--- src/rtl/espl_pkg.sv ---
// shared types, codes and helpers for the encoder speed/position loop
// no dependencies; imported by every module of the block
`default_nettype none

package espl_pkg;

    // width of the position and target counters
    localparam int POS_WIDTH  = 32;
    localparam int OUT_WIDTH  = 32;
    localparam int SPEED_W    = 16;
    localparam int GAIN_W     = 8;
    localparam int MAXSPD_W   = 15;
    localparam int PERIOD_W   = 16;
    localparam int DUTY_W     = 8;
    localparam int CFG_IDX_W  = 2;
    localparam int CFG_DATA_W = 16;

    localparam logic [DUTY_W-1:0] DUTY_MAX = 8'd255;

    // configuration register indexes
    localparam logic [CFG_IDX_W-1:0] CFG_INVERTED     = 2'd0;
    localparam logic [CFG_IDX_W-1:0] CFG_GAIN         = 2'd1;
    localparam logic [CFG_IDX_W-1:0] CFG_MAX_SPEED    = 2'd2;
    localparam logic [CFG_IDX_W-1:0] CFG_PERIOD_TICKS = 2'd3;

    // reset values of the configuration registers
    localparam logic [GAIN_W-1:0]   GAIN_RST   = 8'd1;
    localparam logic [MAXSPD_W-1:0] MAXSPD_RST = 15'd100;
    localparam logic [PERIOD_W-1:0] PERIOD_RST = 16'd50;

    typedef enum logic [1:0] {
        FUNC_ENC_EDGE = 2'd0,
        FUNC_TICK     = 2'd1,
        FUNC_SET_SPD  = 2'd2,
        FUNC_CLEAR    = 2'd3
    } espl_func_t;

    typedef struct packed {
        espl_func_t                func;
        logic                      enc_b_level;
        logic signed [SPEED_W-1:0] speed_cmd;
    } espl_in_t;

    typedef struct packed {
        logic                        backward;
        logic [DUTY_W-1:0]           duty;
        logic signed [OUT_WIDTH-1:0] position_now;
        logic signed [OUT_WIDTH-1:0] target_now;
    } espl_out_t;

    typedef struct packed {
        logic              backward;
        logic [DUTY_W-1:0] duty;
    } espl_drive_t;

    // sign-extend or truncate a position value to the output width
    function automatic logic signed [OUT_WIDTH-1:0] pos_to_out(
        input logic [POS_WIDTH-1:0] v
    );
        logic [POS_WIDTH+OUT_WIDTH-1:0] ext;
        begin
            ext = {{OUT_WIDTH{v[POS_WIDTH-1]}}, v};
            return ext[OUT_WIDTH-1:0];
        end
    endfunction

    // sign-extend a speed to the position width
    function automatic logic [POS_WIDTH-1:0] speed_to_pos(
        input logic signed [SPEED_W-1:0] s
    );
        logic [POS_WIDTH+SPEED_W-1:0] ext;
        begin
            ext = {{POS_WIDTH{s[SPEED_W-1]}}, s};
            return ext[POS_WIDTH-1:0];
        end
    endfunction

endpackage

`default_nettype wire

--- src/rtl/encoder_speed_position_loop_core.sv ---
// top level of the encoder speed/position loop: input register, state update,
// result register; depends on espl_pkg and espl_drive
//
//  channel  | direction | handshake            | payload
//  ---------+-----------+----------------------+---------------------------
//  in       | in        | in_valid / in_stall  | in_item  (espl_in_t)
//  out      | out       | out_valid / out_stall| out_item (espl_out_t)
//  cfg      | in        | cfg_valid / cfg_ready| cfg_index, cfg_data
//
// one item per cycle sustained while out_stall is low; a result is valid once its item has passed
// through the input register, then state update plus drive multiply into the result register
// rst_n clears control and the loop state and resets the configuration registers
// out_stall holds the result register; a full input register then also stalls new items
// cfg writes are always taken and must come only while the block is idle
`default_nettype none

module encoder_speed_position_loop_core (
    input  wire logic                            clk,
    input  wire logic                            rst_n,
    input  wire logic                            in_valid,
    output logic                                 in_stall,
    input  wire espl_pkg::espl_in_t              in_item,
    output logic                                 out_valid,
    input  wire logic                            out_stall,
    output espl_pkg::espl_out_t                  out_item,
    input  wire logic                            cfg_valid,
    output logic                                 cfg_ready,
    input  wire logic [espl_pkg::CFG_IDX_W-1:0]  cfg_index,
    input  wire logic [espl_pkg::CFG_DATA_W-1:0] cfg_data
);
    import espl_pkg::*;

    logic                       in_valid_reg;
    espl_in_t                   in_item_reg;
    logic                       out_valid_reg;
    espl_out_t                  out_item_reg;

    logic                       inverted_reg;
    logic [GAIN_W-1:0]          gain_reg;
    logic [MAXSPD_W-1:0]        max_speed_reg;
    logic [PERIOD_W-1:0]        period_ticks_reg;

    logic [POS_WIDTH-1:0]       pos_reg, pos_next;
    logic [POS_WIDTH-1:0]       target_reg, target_next;
    logic signed [SPEED_W-1:0]  speed_reg, speed_next;
    logic [PERIOD_W-1:0]        period_cnt_reg, period_cnt_next;

    logic                       advance;
    logic                       do_item;
    logic signed [SPEED_W-1:0]  lim;
    espl_drive_t                drive;

    assign advance   = !out_valid_reg || !out_stall;
    assign do_item   = in_valid_reg && advance;
    assign in_stall  = in_valid_reg && !advance;
    assign out_valid = out_valid_reg;
    assign out_item  = out_item_reg;
    assign cfg_ready = 1'b1;

    // configuration registers
    always_ff @(posedge clk or negedge rst_n)
    begin
        if (!rst_n)
        begin
            inverted_reg     <= 1'b0;
            gain_reg         <= GAIN_RST;
            max_speed_reg    <= MAXSPD_RST;
            period_ticks_reg <= PERIOD_RST;
        end
        else if (cfg_valid && cfg_ready)
        begin
            case (cfg_index)
                CFG_INVERTED:     inverted_reg     <= cfg_data[0];
                CFG_GAIN:         gain_reg         <= cfg_data[GAIN_W-1:0];
                CFG_MAX_SPEED:    max_speed_reg    <= cfg_data[MAXSPD_W-1:0];
                CFG_PERIOD_TICKS: period_ticks_reg <= cfg_data[PERIOD_W-1:0];
                default:          ;
            endcase
        end
    end

    // input register
    always_ff @(posedge clk or negedge rst_n)
    begin
        if (!rst_n)
            in_valid_reg <= 1'b0;
        else if (!in_stall)
            in_valid_reg <= in_valid;
    end

    always_ff @(posedge clk)
    begin
        if (in_valid && !in_stall)
            in_item_reg <= in_item;
    end

    // state update for the item in the input register
    always_comb
    begin
        pos_next        = pos_reg;
        target_next     = target_reg;
        speed_next      = speed_reg;
        period_cnt_next = period_cnt_reg;
        lim             = signed'({1'b0, max_speed_reg});
        case (in_item_reg.func)
            FUNC_ENC_EDGE:
            begin
                if (in_item_reg.enc_b_level ^ inverted_reg)
                    pos_next = pos_reg + 1'b1;
                else
                    pos_next = pos_reg - 1'b1;
            end
            FUNC_TICK:
            begin
                if (period_cnt_reg >= period_ticks_reg)
                begin
                    target_next     = target_reg + speed_to_pos(speed_reg);
                    period_cnt_next = '0;
                end
                else
                    period_cnt_next = period_cnt_reg + 1'b1;
            end
            FUNC_SET_SPD:
            begin
                if (in_item_reg.speed_cmd > lim)
                    speed_next = lim;
                else if (in_item_reg.speed_cmd < -lim)
                    speed_next = -lim;
                else
                    speed_next = in_item_reg.speed_cmd;
            end
            FUNC_CLEAR:
            begin
                pos_next        = '0;
                target_next     = '0;
                speed_next      = '0;
                period_cnt_next = '0;
            end
            default:
            begin
                pos_next = pos_reg;
            end
        endcase
    end

    always_ff @(posedge clk or negedge rst_n)
    begin
        if (!rst_n)
        begin
            pos_reg        <= '0;
            target_reg     <= '0;
            speed_reg      <= '0;
            period_cnt_reg <= '0;
        end
        else if (do_item)
        begin
            pos_reg        <= pos_next;
            target_reg     <= target_next;
            speed_reg      <= speed_next;
            period_cnt_reg <= period_cnt_next;
        end
    end

    espl_drive u_drive (
        .position (pos_next),
        .target   (target_next),
        .gain     (gain_reg),
        .inverted (inverted_reg),
        .drive    (drive)
    );

    // result register
    always_ff @(posedge clk or negedge rst_n)
    begin
        if (!rst_n)
            out_valid_reg <= 1'b0;
        else if (advance)
            out_valid_reg <= in_valid_reg;
    end

    always_ff @(posedge clk)
    begin
        if (do_item)
        begin
            out_item_reg.backward     <= drive.backward;
            out_item_reg.duty         <= drive.duty;
            out_item_reg.position_now <= pos_to_out(pos_next);
            out_item_reg.target_now   <= pos_to_out(target_next);
        end
    end

endmodule

`default_nettype wire

--- src/rtl/espl_drive.sv ---
// proportional drive: error, gain multiply, saturation to pwm duty and direction
// depends on espl_pkg
`default_nettype none

module espl_drive (
    input  wire logic [espl_pkg::POS_WIDTH-1:0] position,
    input  wire logic [espl_pkg::POS_WIDTH-1:0] target,
    input  wire logic [espl_pkg::GAIN_W-1:0]    gain,
    input  wire logic                           inverted,
    output espl_pkg::espl_drive_t               drive
);
    import espl_pkg::*;

    logic [POS_WIDTH-1:0]          err;
    logic [POS_WIDTH-1:0]          mag;
    logic                          neg;
    logic                          big;
    logic [DUTY_W+GAIN_W-1:0]      prod;

    always_comb
    begin
        err  = target - position;
        neg  = err[POS_WIDTH-1];
        mag  = neg ? (~err + 1'b1) : err;
        // anything at or above 256 saturates for any nonzero gain
        big  = |mag[POS_WIDTH-1:DUTY_W];
        prod = mag[DUTY_W-1:0] * gain;

        drive.backward = (neg && (gain != '0)) ^ inverted;
        if (gain == '0)
            drive.duty = '0;
        else if (big || (|prod[DUTY_W+GAIN_W-1:DUTY_W]))
            drive.duty = DUTY_MAX;
        else
            drive.duty = prod[DUTY_W-1:0];
    end

endmodule

`default_nettype wire

--- config.mk ---
export PLATFORM = sky130hd
export DESIGN_NAME = encoder_speed_position_loop_core
export DESIGN_NICKNAME = d
export VERILOG_FILES = /design/src/rtl/espl_pkg.sv /design/src/rtl/encoder_speed_position_loop_core.sv /design/src/rtl/espl_drive.sv
export SDC_FILE = /design/constraint.sdc
export NUM_CORES = 1
export LEC_CHECK = 0
export BUFFER_PORTS_ARGS = -buffer_cell sky130_fd_sc_hd__buf_2
export CAP_MARGIN = 10
export CORE_ASPECT_RATIO = 0.9
export CORE_MARGIN = 5
export CORE_UTILIZATION = 50
export DETAILED_ROUTE_END_ITERATION = 7
export PLACE_DENSITY = 0.68
export SYNTH_ARGS = -nofsm -noshare
export SYNTH_HDL_FRONTEND = slang
export SYNTH_SLANG_ARGS = --single-unit
--- constraint.sdc ---
create_clock -name clk -period 18.3 [get_ports clk]
set_input_delay 3.66 -clock clk [delete_from_list [all_inputs] [get_ports clk]]
set_output_delay 3.66 -clock clk [all_outputs]
set_load 0.03 [all_outputs]
==> key figures <==
Synth
  • Yosys warnings: 0
  • Primary FF master, synth: dfrtp_1
  • Area contributors post-synth: dfrtp_1 (17%), edfxtp_1 (14%), ha_1 (9.9%), nand2_1 (4.7%), fa_1 (3.9%)
  • EDFF count, synth: 92
  • Cell accounting for the most synthesized area: dfrtp_1
  • Synth top cells by count: nand2_1 (242), inv_1 (155), ha_1 (153)
  • Count leader, synth: nand2_1
  • Syn nets: 2464
  • Yosys reg bits: 230
  • Post-synth top area share: 0.1688
  • Yosys cell types: 95
  • Netlist Area Pre-Place: 19420 um2
  • Syn Area/Cell: 8.705 um2
  • Mapped Cells: 2231
  • Post-synth ARST share: 0.6000
  • Seq/Total Area, Yosys: 0.3205

Detailed routing
  • Via count: 16992
  • WL/cell: 19.14 um
  • Antenna Nets Post-Route: 0
  • Initial DRC Count: 1265
  • Via/cell ratio: 6.004
  • First-pass DRT Iterations: 6
  • Routed Wire Length: 54160 um
  • DRC violations left: 0

Critical path
  • Most frequent CP cell: fa_1
  • CP Depth: 44
  • Crit path max-delay family: compound AO/OA/AOI/OAI gates
  • CP Capture Point: out_item[71]
  • Worst setup startpoint: inverted_reg
  • CP startpoint kind: flop
  • Setup Crit Path Kind: flop to flop
  • Worst reg2reg path depth: 44
  • Reg2Reg Capture Point: out_item[71]
  • Crit path arrival time: 13.55 ns
  • Worst Path Max Fanout: 46
  • CP Capture Type: flop
  • Crit path buffers/inverters: 4
  • CP max stage cell: nor4b_1
  • Reg2reg setup slack: 4.99 ns
  • CP required: 18.54 ns
  • Slowest Stage Delay on Critical Path: 0.62 ns
  • RR Startpoint: inverted_reg

GRT
  • Initial antenna violation count: 0
  • First-pass GRT wire length: 86930 um
  • Vias in the first global route: 16266
  • GRT Residual Overflow: 0
  • Pin count of the biggest net entering global routing: 71
  • Gr usage total: 0.2466

Placement
  • GP Congestion: 0.9266
  • DP HPWL: 41150 um
  • Port bufs: 116
  • DP Worst Slack: 5.210 ns
  • Placed Instances: 2780

Timing
  • Clock skew: 0.01765 ns
  • Worst-Margin Slew: 1.128 ns
  • Hold Vio Cnt, Final: 0
  • Setup repair after global routing missed its margin: false
  • Setup ws final: 4.989 ns
  • Fmax: 75.12 MHz
  • Tcrit/Tclk final: 0.7274
  • Fin crit period: 13.31 ns
  • Final setup viols: 0
  • Total negative slack: 0 ns
  • Slew Limit Fails: 0
  • Slew margin rel.: 0.2382

Cells and area
  • P&R area growth vs syn: 9.813%
  • Nets@finish: 2517
  • Max FFs per register: 73
  • Fin cells: 2830
  • FF+latch area: 6225 um2
  • Fillcell total: 3470
  • Final core occ: 0.5558
  • Share of cells above drive strength 1: 0.1258
  • N_diodes: 0
  • Multi-input logic area: 12190 um2

Clock tree
  • # H-tree levels: 1
  • Clock sink count: 230
  • Clk buf depth: 3
  • Hold Buf Count CTS: 0
  • Clk Latency, worst-skew pair: 0.56 ns
  • Post-CTS Resized: 0
  • Clock root cell: clkbuf_16
  • CTS tree: done
  • TritonCTS Buffers: 27
  • Postcts setup bufs: 0
  • Reg clk slew, reported paths: 0.06 ns

Worst hold path
  • Hold/Removal Path Class: flop to flop

Floorplanning
  • Die X: 217.7 um
  • I/O Pins: 118
  • Starting Density: 0.5061
  • Area of the die: 42890 um2
  • CORE AREA: 38370 um2
  • Row cnt: 68
  • Die height: 197.0 um

Flow run
  • Max cap viols: 0

Outcome
  • Outcome: complete, no violations
-- kinds of logic after synthesis --
logic type | share of synthesized area
fa+ha+maj | 0.1377
xor+xnor | 0.04323
simple gates | 0.1965
flops | 0.3205
other cells | 0.0001931
mux | 0.03215
compound gates | 0.2155
buf+inv | 0.05412
-- worst min-delay path by stage --
stage | from | to | slack [ns] | cells after the start
after floorplan | speed_reg[10] | speed_reg[10] | 0.45 | 2
after global placement | speed_reg[0] | speed_reg[0] | 0.48 | 2
after detailed placement | speed_reg[6] | speed_reg[6] | 0.48 | 2
after CTS | speed_reg[6] | speed_reg[6] | 0.50 | 2
after global routing | period_ticks_reg[9] | period_ticks_reg[9] | 0.52 | 1
final | speed_reg[6] | speed_reg[6] | 0.50 | 2
-- cells in the final DEF (no fill, tap or decap), types with 26 or more instances in the layout --
cell	n
a21o_1	45
ha_1	153
inv_1	154
and3_1	26
nand2b_1	29
edfxtp_1	92
xnor2_1	61
nand3_1	65
o21a_1	35
dfrtp_1	131
buf_2	115
xor2_1	28
nor3_1	67
mux2_2	43
o21ai_0	150
and2_1	45
nor2_1	129
fa_1	38
clkbuf_16	28
nand4_1	31
o211ai_1	30
nand2_1	241
a31oi_1	26
a21oi_1	133
-- metal layers --
layer	wire length (um)	global-route usage
met1	24040	0.3375
met2	25390	0.4138
met3	3001	0.03302
met4	1729	0.07047
met5	0	0
-- layout make-up --
| type | count | area share |
|---|---|---|
| clock buffer | 34 | 0.03485 |
| clock inverter | 16 | 0.007979 |
| inverter | 155 | 0.02740 |
| multi-input combinational | 1731 | 0.5715 |
| sequential | 230 | 0.2919 |
| tap | 525 | 0.03080 |
| timing repair buffer | 139 | 0.03561 |
-- per-stage QoR --
| step | area [um2] | hold WS, ns |
|---|---|---|
| final | 21330 | 0.4952 |
| after global placement | 20410 | 0.4800 |
| after global routing | 21330 | 0.5176 |
| after detailed placement | 20410 | 0.4828 |
| after CTS | 21330 | 0.5033 |
| after floorplan | 19420 | 0.4473 |
-- tightest hold or removal path, stage by stage, from the launching register on --
cell and delay (ns):
dfrtp_1 0.35, nand2_1 0.06, o41ai_1 0.06
Power is left out: the tool's default activity adds up to more than one toggle a clock period on the data nets, which glitch-free logic cannot reach.
